$ cat src/design/fraction_reduce_compare_top_assert.svh
// Assertion macros for the fraction reduce and compare block
`ifndef FRACTION_REDUCE_COMPARE_TOP_ASSERT_SVH
`define FRACTION_REDUCE_COMPARE_TOP_ASSERT_SVH
// implication checked on every clock edge outside reset
`define FRC_ASSERT_IMP(lbl, ante, cons) \
   lbl: assert property (@(posedge clock) disable iff (reset) (ante) |-> (cons)) \
      else $error("assertion failed");
// implication whose consequent is checked in the cycle after the antecedent
`define FRC_ASSERT_NEXT(lbl, ante, cons) \
   lbl: assert property (@(posedge clock) disable iff (reset) (ante) |=> (cons)) \
      else $error("assertion failed");
`endif

$ cat src/design/frc_pkg.sv
// Package: constants and types for the fraction reduce and compare block
`default_nettype none
package frc_pkg;
   localparam int WordBitsDefault = 32;
   localparam int FieldBits = 32;
   localparam int DenBits = 31;
endpackage
`default_nettype wire

$ cat src/design/frc_divider.sv
// Bit-serial restoring divider: quotient and remainder of two unsigned words
`default_nettype none
module frc_divider #(
   parameter int WordBits = frc_pkg::WordBitsDefault
) (
   input  wire logic                clock,
   input  wire logic                reset,
   input  wire logic                start,
   input  wire logic [WordBits-1:0] dividend,
   input  wire logic [WordBits-1:0] divisor,
   output logic                     done,
   output logic [WordBits-1:0]      quotient,
   output logic [WordBits-1:0]      remainder
);
   import frc_pkg::*;
   localparam int CntBits = $clog2(WordBits + 1);

   logic                busy_ff, busy_in;
   logic [CntBits-1:0]  cnt_ff, cnt_in;
   logic [WordBits-1:0] quo_ff, quo_in;
   logic [WordBits-1:0] rem_ff, rem_in;
   logic [WordBits-1:0] dvs_ff, dvs_in;
   logic                done_ff, done_in;
   logic [WordBits:0]   trial;
   logic [WordBits:0]   diff;

   always_comb begin
      busy_in = busy_ff;
      cnt_in  = cnt_ff;
      quo_in  = quo_ff;
      rem_in  = rem_ff;
      dvs_in  = dvs_ff;
      done_in = 1'b0;
      trial   = {rem_ff, quo_ff[WordBits-1]};
      diff    = trial - {1'b0, dvs_ff};
      if (start) begin
         busy_in = 1'b1;
         cnt_in  = CntBits'(WordBits);
         quo_in  = dividend;
         rem_in  = '0;
         dvs_in  = divisor;
      end else if (busy_ff) begin
         // one quotient bit a cycle
         if (!diff[WordBits]) begin
            rem_in = diff[WordBits-1:0];
            quo_in = {quo_ff[WordBits-2:0], 1'b1};
         end else begin
            rem_in = trial[WordBits-1:0];
            quo_in = {quo_ff[WordBits-2:0], 1'b0};
         end
         cnt_in = cnt_ff - 1'b1;
         if (cnt_ff == CntBits'(1)) begin
            busy_in = 1'b0;
            done_in = 1'b1;
         end
      end
   end

   always_ff @(posedge clock) begin
      if (reset) begin
         busy_ff <= 1'b0;
         done_ff <= 1'b0;
         cnt_ff  <= '0;
      end else begin
         busy_ff <= busy_in;
         done_ff <= done_in;
         cnt_ff  <= cnt_in;
      end
      quo_ff <= quo_in;
      rem_ff <= rem_in;
      dvs_ff <= dvs_in;
   end

   assign done      = done_ff;
   assign quotient  = quo_ff;
   assign remainder = rem_ff;
endmodule
`default_nettype wire

$ cat src/design/frc_multiplier.sv
// Bit-serial shift-and-add multiplier: full double-width unsigned product
`default_nettype none
module frc_multiplier #(
   parameter int WordBits = frc_pkg::WordBitsDefault
) (
   input  wire logic                  clock,
   input  wire logic                  reset,
   input  wire logic                  start,
   input  wire logic [WordBits-1:0]   op_x,
   input  wire logic [WordBits-1:0]   op_y,
   output logic                       done,
   output logic [2*WordBits-1:0]      product
);
   import frc_pkg::*;
   localparam int CntBits = $clog2(WordBits + 1);

   logic                  busy_ff, busy_in;
   logic                  done_ff, done_in;
   logic [CntBits-1:0]    cnt_ff, cnt_in;
   logic [WordBits-1:0]   mcand_ff, mcand_in;
   logic [2*WordBits-1:0] acc_ff, acc_in;
   logic [WordBits:0]     upper;

   always_comb begin
      busy_in  = busy_ff;
      done_in  = 1'b0;
      cnt_in   = cnt_ff;
      mcand_in = mcand_ff;
      acc_in   = acc_ff;
      upper    = {1'b0, acc_ff[2*WordBits-1:WordBits]}
                 + (acc_ff[0] ? {1'b0, mcand_ff} : '0);
      if (start) begin
         busy_in  = 1'b1;
         cnt_in   = CntBits'(WordBits);
         mcand_in = op_x;
         acc_in   = {{WordBits{1'b0}}, op_y};
      end else if (busy_ff) begin
         // add in the multiplicand on the low bit, then shift right
         acc_in = {upper, acc_ff[WordBits-1:1]};
         cnt_in = cnt_ff - 1'b1;
         if (cnt_ff == CntBits'(1)) begin
            busy_in = 1'b0;
            done_in = 1'b1;
         end
      end
   end

   always_ff @(posedge clock) begin
      if (reset) begin
         busy_ff <= 1'b0;
         done_ff <= 1'b0;
         cnt_ff  <= '0;
      end else begin
         busy_ff <= busy_in;
         done_ff <= done_in;
         cnt_ff  <= cnt_in;
      end
      mcand_ff <= mcand_in;
      acc_ff   <= acc_in;
   end

   assign done    = done_ff;
   assign product = acc_ff;
endmodule
`default_nettype wire

$ cat src/design/fraction_reduce_compare_top.sv
// Top level: reduces two fractions by GCD and returns the larger one, or flags a zero denominator
//
//  channel | direction | handshake          | payload
//  req     | in        | req_valid/req_stall | num_a den_a num_b den_b
//  rsp     | out       | rsp_valid/rsp_stall | result_num result_den first_chosen
//                                                zero_den_error
//
// One item at a time. Each GCD step, each of the four exact divisions and each
// of the two cross products is one serial pass through the divider or the
// multiplier. rsp_valid rises once the second cross product is done; a zero
// denominator is offered the cycle after acceptance. Reset is synchronous;
// a stalled result holds in the output register, and no new item is taken
// until it goes.
`default_nettype none
module fraction_reduce_compare_top #(
   parameter int WordBits = frc_pkg::WordBitsDefault
) (
   input  wire logic                                  clock,
   input  wire logic                                  reset,
   input  wire logic                                  req_valid,
   output logic                                       req_stall,
   input  wire logic signed [frc_pkg::FieldBits-1:0]  req_num_a,
   input  wire logic signed [frc_pkg::FieldBits-1:0]  req_den_a,
   input  wire logic signed [frc_pkg::FieldBits-1:0]  req_num_b,
   input  wire logic signed [frc_pkg::FieldBits-1:0]  req_den_b,
   output logic                                       rsp_valid,
   input  wire logic                                  rsp_stall,
   output logic signed [frc_pkg::FieldBits-1:0]       rsp_result_num,
   output logic [frc_pkg::DenBits-1:0]                rsp_result_den,
   output logic                                       rsp_first_chosen,
   output logic                                       rsp_zero_den_error
);
   import frc_pkg::*;
   `include "fraction_reduce_compare_top_assert.svh"

   localparam logic [3:0] StIdle   = 4'd0;
   localparam logic [3:0] StGcdGo  = 4'd1;
   localparam logic [3:0] StGcdWt  = 4'd2;
   localparam logic [3:0] StDivNGo = 4'd3;
   localparam logic [3:0] StDivNWt = 4'd4;
   localparam logic [3:0] StDivDGo = 4'd5;
   localparam logic [3:0] StDivDWt = 4'd6;
   localparam logic [3:0] StMul1Go = 4'd7;
   localparam logic [3:0] StMul1Wt = 4'd8;
   localparam logic [3:0] StMul2Go = 4'd9;
   localparam logic [3:0] StMul2Wt = 4'd10;
   localparam logic [3:0] StOut    = 4'd11;

   localparam logic [WordBits-1:0] TopBit = {1'b1, {(WordBits-1){1'b0}}};
   localparam logic [WordBits-1:0] MaxMag = ~TopBit;

   function automatic logic [WordBits-1:0] sat_mag(input logic [FieldBits-1:0] raw);
      logic [WordBits-1:0] v;
      logic [WordBits-1:0] a;
      v = raw[WordBits-1:0];
      a = ~v + 1'b1;
      if (!v[WordBits-1]) return v;
      if (a > MaxMag) return MaxMag;
      return a;
   endfunction

   logic [3:0]            state_ff, state_in;
   logic                  side_ff, side_in;    // 0: fraction a, 1: fraction b
   logic [WordBits-1:0]   nm_ff [2];
   logic [WordBits-1:0]   dm_ff [2];
   logic [WordBits-1:0]   nm_in [2];
   logic [WordBits-1:0]   dm_in [2];
   logic [1:0]            sgn_ff, sgn_in;      // operand sign differs per fraction
   logic [WordBits-1:0]   gx_ff, gx_in, gy_ff, gy_in;
   logic [2*WordBits-1:0] p1_ff, p1_in;
   logic                  rv_ff, rv_in;
   logic [FieldBits-1:0]  rn_ff, rn_in;
   logic [DenBits-1:0]    rd_ff, rd_in;
   logic                  rf_ff, rf_in;
   logic                  re_ff, re_in;

   logic                  div_start, div_done;
   logic [WordBits-1:0]   div_a, div_b, div_q, div_r;
   logic                  mul_start, mul_done;
   logic [WordBits-1:0]   mul_x, mul_y;
   logic [2*WordBits-1:0] mul_p;

   logic                  accept;
   logic [WordBits-1:0]   ma, ea, mb, eb;
   logic                  ra, rb, first;
   logic [WordBits-1:0]   sel_n, sel_d, neg_n;

   frc_divider #(.WordBits(WordBits)) u_div (
      .clock, .reset, .start(div_start), .dividend(div_a), .divisor(div_b),
      .done(div_done), .quotient(div_q), .remainder(div_r)
   );

   frc_multiplier #(.WordBits(WordBits)) u_mul (
      .clock, .reset, .start(mul_start), .op_x(mul_x), .op_y(mul_y),
      .done(mul_done), .product(mul_p)
   );

   assign req_stall = (state_ff != StIdle) || rv_ff;
   assign accept    = req_valid && !req_stall;

   assign ma = sat_mag(req_num_a);
   assign ea = sat_mag(req_den_a);
   assign mb = sat_mag(req_num_b);
   assign eb = sat_mag(req_den_b);

   assign ra = sgn_ff[0] && (nm_ff[0] != '0);
   assign rb = sgn_ff[1] && (nm_ff[1] != '0);

   always_comb begin
      state_in  = state_ff;
      side_in   = side_ff;
      nm_in     = nm_ff;
      dm_in     = dm_ff;
      sgn_in    = sgn_ff;
      gx_in     = gx_ff;
      gy_in     = gy_ff;
      p1_in     = p1_ff;
      rv_in     = rv_ff && rsp_stall;
      rn_in     = rn_ff;
      rd_in     = rd_ff;
      rf_in     = rf_ff;
      re_in     = re_ff;
      div_start = 1'b0;
      div_a     = gx_ff;
      div_b     = gy_ff;
      mul_start = 1'b0;
      mul_x     = nm_ff[0];
      mul_y     = dm_ff[1];
      first     = 1'b0;
      sel_n     = '0;
      sel_d     = '0;
      neg_n     = '0;
      unique case (state_ff)
         StIdle: begin
            if (accept) begin
               nm_in[0] = ma;
               dm_in[0] = ea;
               nm_in[1] = mb;
               dm_in[1] = eb;
               sgn_in   = {req_num_b[WordBits-1] ^ req_den_b[WordBits-1],
                           req_num_a[WordBits-1] ^ req_den_a[WordBits-1]};
               side_in  = 1'b0;
               gx_in    = ma;
               gy_in    = ea;
               if (ea == '0 || eb == '0) begin
                  rv_in = 1'b1;
                  rn_in = '0;
                  rd_in = '0;
                  rf_in = 1'b0;
                  re_in = 1'b1;
               end else begin
                  state_in = StGcdGo;
               end
            end
         end
         StGcdGo: begin
            // Euclid: one remainder per divider pass; gy never starts at zero
            div_start = 1'b1;
            state_in  = StGcdWt;
         end
         StGcdWt: begin
            if (div_done) begin
               gx_in = gy_ff;
               gy_in = div_r;
               state_in = (div_r == '0) ? StDivNGo : StGcdGo;
            end
         end
         StDivNGo: begin
            // gx holds the gcd, nonzero because the denominator is
            div_start = 1'b1;
            div_a     = nm_ff[side_ff];
            div_b     = gx_ff;
            state_in  = StDivNWt;
         end
         StDivNWt: begin
            if (div_done) begin
               nm_in[side_ff] = div_q;
               state_in = StDivDGo;
            end
         end
         StDivDGo: begin
            div_start = 1'b1;
            div_a     = dm_ff[side_ff];
            div_b     = gx_ff;
            state_in  = StDivDWt;
         end
         StDivDWt: begin
            if (div_done) begin
               dm_in[side_ff] = div_q;
               if (!side_ff) begin
                  side_in  = 1'b1;
                  gx_in    = nm_ff[1];
                  gy_in    = dm_ff[1];
                  state_in = StGcdGo;
               end else begin
                  state_in = StMul1Go;
               end
            end
         end
         StMul1Go: begin
            mul_start = 1'b1;
            state_in  = StMul1Wt;
         end
         StMul1Wt: begin
            if (mul_done) begin
               p1_in    = mul_p;
               state_in = StMul2Go;
            end
         end
         StMul2Go: begin
            mul_start = 1'b1;
            mul_x     = nm_ff[1];
            mul_y     = dm_ff[0];
            state_in  = StMul2Wt;
         end
         StMul2Wt: begin
            mul_x = nm_ff[1];
            mul_y = dm_ff[0];
            if (mul_done) state_in = StOut;
         end
         StOut: begin
            // mul_p still holds the second cross product
            if (ra != rb) first = !ra;
            else if (ra)  first = p1_ff < mul_p;
            else          first = p1_ff > mul_p;
            sel_n = first ? nm_ff[0] : nm_ff[1];
            sel_d = first ? dm_ff[0] : dm_ff[1];
            neg_n = (first ? ra : rb) ? (~sel_n + 1'b1) : sel_n;
            rn_in = FieldBits'(neg_n);
            rd_in = DenBits'(sel_d);
            rf_in = first;
            re_in = 1'b0;
            rv_in = 1'b1;
            state_in = StIdle;
         end
         default: state_in = StIdle;
      endcase
   end

   always_ff @(posedge clock) begin
      if (reset) begin
         state_ff <= StIdle;
         rv_ff    <= 1'b0;
      end else begin
         state_ff <= state_in;
         rv_ff    <= rv_in;
      end
      side_ff <= side_in;
      nm_ff   <= nm_in;
      dm_ff   <= dm_in;
      sgn_ff  <= sgn_in;
      gx_ff   <= gx_in;
      gy_ff   <= gy_in;
      p1_ff   <= p1_in;
      rn_ff   <= rn_in;
      rd_ff   <= rd_in;
      rf_ff   <= rf_in;
      re_ff   <= re_in;
   end

   assign rsp_valid          = rv_ff;
   assign rsp_result_num     = rn_ff;
   assign rsp_result_den     = rd_ff;
   assign rsp_first_chosen   = rf_ff;
   assign rsp_zero_den_error = re_ff;

   `FRC_ASSERT_IMP(a_busy_stalls, state_ff != StIdle, req_stall)
   `FRC_ASSERT_IMP(a_err_clean, rv_ff && re_ff, rn_ff == '0 && rd_ff == '0 && !rf_ff)
   `FRC_ASSERT_IMP(a_den_nonzero, rv_ff && !re_ff, rd_ff != '0)
   `FRC_ASSERT_NEXT(a_held, rv_ff && rsp_stall, rv_ff && $stable(rn_ff))
endmodule
`default_nettype wire
$ cat config.mk
export PLATFORM = sky130hd
export DESIGN_NAME = fraction_reduce_compare_top
export DESIGN_NICKNAME = d
export VERILOG_FILES = /design/src/design/frc_pkg.sv /design/src/design/frc_divider.sv /design/src/design/frc_multiplier.sv /design/src/design/fraction_reduce_compare_top.sv
export VERILOG_INCLUDE_DIRS = /design/src /design/src/design
export SDC_FILE = /design/constraint.sdc
export NUM_CORES = 1
export LEC_CHECK = 0
export BUFFER_PORTS_ARGS = -buffer_cell sky130_fd_sc_hd__buf_2
export CAP_MARGIN = 40
export CORE_MARGIN = 10
export CORE_UTILIZATION = 40
export CTS_CLUSTER_DIAMETER = 80
export DETAILED_ROUTE_END_ITERATION = 10
export GPL_TIMING_DRIVEN = 0
export PLACE_DENSITY_LB_ADDON = 0.15
export SLEW_MARGIN = 30
export SYNTH_ARGS = -nofsm -noshare
export SYNTH_HDL_FRONTEND = slang
export SYNTH_SLANG_ARGS = --single-unit
$ cat constraint.sdc
create_clock -name clock -period 5.1 [get_ports clock]
set_clock_uncertainty 0.15 [all_clocks]
set_input_delay 1.53 -clock clock [delete_from_list [all_inputs] [get_ports clock]]
set_output_delay 1.53 -clock clock [all_outputs]
set_load 0.05 [all_outputs]
[Word level (Yosys, flattened, before mapping)]
Index checks and enable logic that the tools add are counted.
Word-level totals
  bits in latches: 0
  output and inout port bits: 67
  RAM bits: 0
  flip-flop bits (word level): 537
  bits of input ports: 132
  memory bits (read-only): 0
  memories kept: 0
Operators by class
  add/subtract/negate cells: 9
  divide/modulo/power cells: 0
  shift operators: 0
  bitwise gates (word level): 10
  order comparisons: 8
  multiply operators: 0
  eq/ne operators: 23
  reduce and logical (&&, ||, !) cells: 37
  muxes and demuxes: 110
Operator list (count)
  $mux W32: 44
  $mux W64: 4
  $pmux W64 S2: 2
  $pmux W32 S3: 2
  $add A32 B1 Y32 const B: 5
  $not A32 Y32: 5
  $bwmux W64: 2
  $gt A32 B31 Y1 const B: 4
  $pmux W32 S2: 2
  $logic_not A32 Y1: 3
  $mux W31: 3
  $gt A64 B64 Y1: 1
  $lt A64 B64 Y1: 1
  $reduce_bool A32 Y1: 2
  $pmux W31 S2: 1
  $pmux W4 S11: 1
  $add A32 B32 Y33: 1
  $sub A33 B32 Y33: 1
  $demux W32 S1: 1
  $mux W1: 31
  $mux W4: 7
  $mux W6: 4
  $eq A4 B3 Y1 const B: 4
  $eq A4 B4 Y1 const B: 4
  28 further kinds: 62

[Depth between registers and ports, before layout]
  word-level depth: 12
  depth in mapped cells: 22
  mapped depth without buffers: 20

[Cells and area by module]
From an unflattened synthesis, not the netlist that was laid out.
Unflattened totals
  cells, all modules: 3631
  area total of the unflattened synthesis: 34897.2 um^2
By module, submodules not included
  fraction_reduce_compare_top: area each 23047.1 um^2, cells an instance 2476, times used 1, seq. area each 9829.4 um^2
  frc_divider: area each 6107.1 um^2, cells an instance 606, times used 1, seq. area each 2722.6 um^2
  frc_multiplier: area each 5743.0 um^2, cells an instance 549, times used 1, seq. area each 2722.6 um^2

[Least setup slack after synthesis]
No wires, ideal clock.
  path kind: in2reg
  start: input port req_den_a[0] (netlist bit)
  end: register rf_ff (netlist: rsp_first_chosen) (enable)
  arrival: 4.992 ns
  slack: -0.437 ns
  data required time: 4.555 ns
  setup time: 0.395 ns
  cell stages on the path: 12
  path through: inv_1 > ha_1 > or4b_2 > clkbuf_1 > nor3_1 > a31oi_1 > or3_1 > a21o_1 > nor4b_1 > nand4_1 > a21oi_1 > or2_2
On the way
  word-level cells in the longest chain between the ends: 11
  elaborated cells between the ends (all ways): 13
  those cells by class: add/sub: 1; order compare: 1; eq/ne: 1; mux: 6; bitwise: 1; reduce/logical: 3
RTL lines
  from (decl): line fraction_reduce_compare_top.sv:23  | input wire logic signed [frc_pkg::FieldBits-1:0] req_den_a,
  $not A32 Y32: line fraction_reduce_compare_top.sv:56  | a = ~v + 1'b1;
  $add A32 B1 Y32: line fraction_reduce_compare_top.sv:56
  $gt A32 B31 Y1: line fraction_reduce_compare_top.sv:58  | if (a > MaxMag) return MaxMag;
  $mux W1 (2 in a row): line fraction_reduce_compare_top.sv:58
  $mux W32: line fraction_reduce_compare_top.sv:59  | return a;
  $mux W32 (*): line fraction_reduce_compare_top.sv:58
  $logic_not A32 Y1 (*): line fraction_reduce_compare_top.sv:145  | if (ea == '0 || eb == '0) begin
  $logic_or A1 B1 Y1 (*): line fraction_reduce_compare_top.sv:145
  $ne A2 B2 Y1 (no line) (*)
  $reduce_and A3 Y1 (no line) (*)
  to (signal assigned): line fraction_reduce_compare_top.sv:257  | rf_ff <= rf_in;
  to (decl): line fraction_reduce_compare_top.sv:74  | logic rf_ff, rf_in;
Every way passes the cells marked *; elsewhere a longest branch is shown, timed or not. The select of a mux whose other input is x is not followed.
A chain may end at the register's enable or synchronous reset.

[Worst setup path in the final report]
  start: register nm_ff[22] (netlist bit)
  end: register rn_ff[28] (netlist: rsp_result_num[28]), data pin
On the way
  word-level cells in the longest chain between the ends: 10
  elaborated cells between the ends (all ways): 11
  those cells by class: add/sub: 1; eq/ne: 1; mux: 6; bitwise: 1; reduce/logical: 2
RTL lines
  from (decl): line fraction_reduce_compare_top.sv:64  | logic [WordBits-1:0] nm_ff [2];
  from (signal assigned): line fraction_reduce_compare_top.sv:249  | nm_ff <= nm_in;
  $reduce_bool A32 Y1: line fraction_reduce_compare_top.sv:107  | assign rb = sgn_ff[1] && (nm_ff[1] != '0);
  $logic_and A1 B1 Y1: line fraction_reduce_compare_top.sv:107
  $ne A1 B1 Y1: line fraction_reduce_compare_top.sv:223  | if (ra != rb) first = !ra;
  $mux W1: line fraction_reduce_compare_top.sv:223
  $mux W1: line fraction_reduce_compare_top.sv:133  | unique case (state_ff)
  $mux W32: line fraction_reduce_compare_top.sv:226  | sel_n = first ? nm_ff[0] : nm_ff[1];
  $not A32 Y32: line fraction_reduce_compare_top.sv:228  | neg_n = (first ? ra : rb) ? (~sel_n + 1'b1) : sel_n;
  $add A32 B1 Y32: line fraction_reduce_compare_top.sv:228
  $mux W32 (*): line fraction_reduce_compare_top.sv:228
  $pmux W32 S2 (*): line fraction_reduce_compare_top.sv:133
  to (signal assigned): line fraction_reduce_compare_top.sv:255  | rn_ff <= rn_in;
  to (decl): line fraction_reduce_compare_top.sv:72  | logic [FieldBits-1:0] rn_ff, rn_in;
Marked as above.

==> metrics list <==
- Relative to the synthesized area, the layout overhead comes to 16.5%.
* Number of enable flip-flop cells after synthesis: 452
- Flip-flop and latch count after synthesis: between 500 and 600
* Final Util: 0.470
* Yosys warnings: 0
- In the routed design, unresolved DRC markers number 0.
- The mapped netlist covers 0.0344 sq mm.
* Routability congestion estimate from global placement: 1.00
- In this run the tool buffered the top-level ports with 179 buffer cells.
- Global-route wire length before repair: 205000 um
* Share of post-route cells with drive strength above 1: 0.154
* Hold Vio Cnt, Final: 0
- PnR worst setup slack: -0.457 ns
- Initial Utilization: 0.404
- After synthesis, the share of flip-flops with an asynchronous set or reset is 0.
* Most common cell after layout, fill and taps aside: sky130_fd_sc_hd__edfxtp_1
* I/O pin count: 199
- For hold timing, the worst endpoint is p1_ff[29].
- Period Utilization, post-route: 1.09
* Number of iterations in the first detailed-routing pass: 6
- TritonCTS built the clock tree.
* CP Class: flip-flop to flip-flop
- The placed instances occupy a cell area of 0.0373 sq mm.
* Average cell area after synthesis: 9.56 sq um
- WL per Instance: 28.0 um
* Worst slack, placed: -1.37 ns
- The via count of the first global-routing pass was 29638.
- Startpoint of the worst register-to-register path: nm_ff[22]
* Die area: 0.0982 sq mm
- Total power divided by cell area: 518 mW/mm^2
- HPWL Detailed: 112000 um
- CTS Root Buffer Type: sky130_fd_sc_hd__clkbuf_16
- Measured in cells, the most critical reg-to-reg path has a length of 16.
* Total via count after detailed routing: 31626
* Leading cell types in the layout, fill and taps excluded: 452 x sky130_fd_sc_hd__edfxtp_1, 305 x sky130_fd_sc_hd__nand2_1, 299 x sky130_fd_sc_hd__o21ai_0
* Number of antenna violations at the first check in global routing: 12
* Maximum fanout along the worst path: 7
- Counting every net in the synthesized netlist gives around 3900.
- GRT Total Usage: 0.279
- Max-cap violations in this run came to 0.
* Area share of fa/ha/maj cells after synthesis: 0.0509
- STA classifies the critical path endpoint as a flip-flop.
* Sink Count: roughly 540
- Setup slack on the worst reg-to-reg path comes out at -0.46 ns.
- For this run, the top clock speed supported by timing is 180 MHz.
- Fraction of the mapped netlist area in compound gates: 0.188
- Type of the most critical hold path: flip-flop to flip-flop
* Max-slew violation total from the final report: 0
- End of the worst register-to-register path: rsp_result_num[28]
* Net count reported at finish: around 4200
- Synthesized-area fraction occupied by and/or/nand/nor cells: 0.168
- Cell area after layout: around 0.04 sq mm
- Final count of negative-setup-slack endpoints: 10
- After clock tree synthesis, the clock-pin slew on the worst setup and hold paths is 0.06 ns.
- Leftover overflow at the end of global routing: 0
- Summed negative setup slack over all endpoints: -2.82 ns
- Across the VDD grid, the largest voltage drop is 360 uV.
- Setup repair after global routing could not meet its margin everywhere.
* Number of buffers created by CTS: 60
- Along the worst hold path, the cell count comes to 0.
- Entering global routing, the biggest net connects 42 pins.
- Part of the Yosys area used for sequential elements: 0.444
- Vias per inst: 6.16
- The number of antenna diodes in the final layout is 0.
- From bottom edge to top edge, the die measures between 300 and 400 um.
* Share of cell area taken by muxes after synthesis: 0.0771
- STA classifies the critical path startpoint as a flip-flop.
- Arrival time worst endpoint: 5.78 ns
- Most common flop cell mapped by yosys: sky130_fd_sc_hd__edfxtp_1
- Post-detailed-routing wire length: 144000 um
- Violated checks: setup timing
- After layout, the minimum clock period comes to 5.56 ns.
* Status: finished with violations
- Max-slew headroom: 0.356
- The H-tree generated during clock tree synthesis spans 2 levels.
* Core Footprint: about 0.085 sq mm
- The count of nets left with antenna violations once routing finished came out at 0.
* Standby leakage power: between 15 and 20 nW
- Clock latency at the later pin of the worst-skew pair: between 0.6 and 0.7 ns
* Combinational family with the most area after synthesis: compound AO/OA/AOI/OAI gates
- From left edge to right edge, the die measures 313 um.
- Counting every instance in the synthesized netlist gives 3601.
* Row cnt: 107
- Worst Path Required: around 5.3 ns
- Start point of the worst hold path: u_mul.product[29]
* Iteration-0 DRC count of the detailed router: 3496
- Maximum buffer depth of the clock tree: 3
- Worst Max-Slew Pin Slew: 0.966 ns
- The number of different library cells used by synthesis comes to 97.
* Xor/xnor cell area share of the yosys netlist: 0.0295
cells by family (layout without fill, tap and decap cells):
logic type	after synthesis	in the layout
adders and majority gates	139	139
and+or+nand+nor	1160	1161
AOI/OAI and AO/OA	1021	1021
xor gates and xnor gates	116	116
buffers and inverters	377	764
muxes	251	251
DFF	537	537
power breakdown:
| part | internal, mW | total, mW | leakage [nW] | switching, mW |
|---|---|---|---|---|
| Combinational | 3.09 | 8.53 | 9.39 | 5.44 |
| Clock | 2.32 | 4.21 | 0.909 | 1.89 |
| Sequential | 6.41 | 8.01 | 5.06 | 1.60 |
state kept, by name, indices dropped and copies added (netlist names), 2 cells and up:
name and count:
u_div.dvs_ff 32, u_mul.cnt_ff 6, state_ff 4, nm_ff 64, sgn_ff 2, u_div.remainder 32
u_div.cnt_ff 6, dm_ff 64, u_div.quotient 32, gy_ff 32, p1_ff 64, u_mul.mcand_ff 32
rsp_result_num 32, rsp_result_den 31, gx_ff 32, u_mul.product 64
synthesized netlist by cell type (19+ instances only):
cell type | number | area share
sky130_fd_sc_hd__o31ai_1 | 19 | 0.0041
sky130_fd_sc_hd__nor4_1 | 31 | 0.0056
sky130_fd_sc_hd__a22oi_1 | 55 | 0.012
sky130_fd_sc_hd__a21o_1 | 51 | 0.011
sky130_fd_sc_hd__xor2_1 | 50 | 0.013
sky130_fd_sc_hd__o21ai_0 | 309 | 0.045
sky130_fd_sc_hd__buf_1 | 23 | 0.0025
sky130_fd_sc_hd__mux2i_1 | 141 | 0.041
sky130_fd_sc_hd__a31oi_1 | 30 | 0.0055
sky130_fd_sc_hd__or3_1 | 48 | 0.0087
sky130_fd_sc_hd__o22ai_1 | 43 | 0.0078
sky130_fd_sc_hd__a21oi_1 | 247 | 0.036
sky130_fd_sc_hd__nand2b_1 | 22 | 0.0040
sky130_fd_sc_hd__nand2_1 | 307 | 0.033
sky130_fd_sc_hd__clkbuf_1 | 184 | 0.020
sky130_fd_sc_hd__nor3_1 | 99 | 0.014
sky130_fd_sc_hd__ha_1 | 137 | 0.050
sky130_fd_sc_hd__and2_1 | 47 | 0.0085
sky130_fd_sc_hd__nand3_1 | 105 | 0.015
sky130_fd_sc_hd__nor2_1 | 292 | 0.032
sky130_fd_sc_hd__xnor2_1 | 66 | 0.017
sky130_fd_sc_hd__o21a_1 | 34 | 0.0074
sky130_fd_sc_hd__nand4_1 | 39 | 0.0071
sky130_fd_sc_hd__mux2_2 | 109 | 0.036
sky130_fd_sc_hd__nor2b_1 | 36 | 0.0065
sky130_fd_sc_hd__inv_1 | 150 | 0.016
sky130_fd_sc_hd__edfxtp_1 | 452 | 0.39
sky130_fd_sc_hd__o211ai_1 | 22 | 0.0048
sky130_fd_sc_hd__a221oi_1 | 34 | 0.0086
sky130_fd_sc_hd__a211oi_1 | 25 | 0.0055
sky130_fd_sc_hd__or4_1 | 36 | 0.0078
sky130_fd_sc_hd__dfxtp_1 | 85 | 0.049
per-stage QoR:
stage	std cells	power [mW]	hold slack, ns
after floorplan	3601	12.3	0.287
after global placement	4924	15.6	0.310
after detailed placement	4950	15.9	0.311
after CTS	5108	20.3	0.326
after global routing	5133	21.5	0.339
final	5133	20.8	0.328
timing repair:
item,CTS,global route
setup buffers,49,21
endpoints found under the setup margin,77,100
pin swaps,20,16
hold buffers,0,0
resized for setup,58,30
gates cloned,1,0
critical path: stages (launching register included):
cell and delay, ns:
sky130_fd_sc_hd__edfxtp_1 0.38, sky130_fd_sc_hd__clkbuf_1 0.36, sky130_fd_sc_hd__nor4b_1 0.67, sky130_fd_sc_hd__nand4_1 0.26
sky130_fd_sc_hd__o41a_1 0.55, sky130_fd_sc_hd__nor3_4 0.27, sky130_fd_sc_hd__o2bb2ai_4 0.16, sky130_fd_sc_hd__nor2_4 0.07
sky130_fd_sc_hd__buf_12 0.14, sky130_fd_sc_hd__mux2i_4 0.24, sky130_fd_sc_hd__ha_4 0.21, sky130_fd_sc_hd__nand4b_1 0.17
sky130_fd_sc_hd__or4_4 0.47, sky130_fd_sc_hd__or3b_4 0.45, sky130_fd_sc_hd__or4_4 0.46, sky130_fd_sc_hd__a31oi_4 0.19
sky130_fd_sc_hd__nor3b_2 0.06
area by class of cell:
cell class / count / area [sq um]
well taps: 1144 / 1430
inverters: 153 / 574
clock inverters: 28 / 198
clock buffers: 83 / 1660
fillers: 8301 / 45200
multi-input cells: 2688 / 18200
flip-flops and latches: 537 / 15300
repair buffers: 278 / 1890
plain buffers: 222 / 902
layer usage:
metal,vias up,wire (um),track usage
met1,15340,57700,0.363
met3,389,13300,0.0577
met4,12,8290,0.142
met2,1642,64100,0.436
li1,14243,-,-
met5,-,85,0
how the worst max path moves through the flow:
stage	from	end	slack [ns]	depth (start not counted)
after global routing	nm_ff[10]	rsp_result_num[26]	-0.54	20
after detailed placement	u_mul.product[55]	rsp_result_num[26]	-1.37	21
after global placement	u_mul.product[55]	rsp_result_num[26]	-1.63	22
after floorplan	nm_ff[41]	rsp_result_num[28]	-0.14	17
after CTS	nm_ff[39]	rsp_result_num[28]	-0.24	16
final	nm_ff[22]	rsp_result_num[28]	-0.46	16
Note: power is estimated with default switching activity, not from simulation.
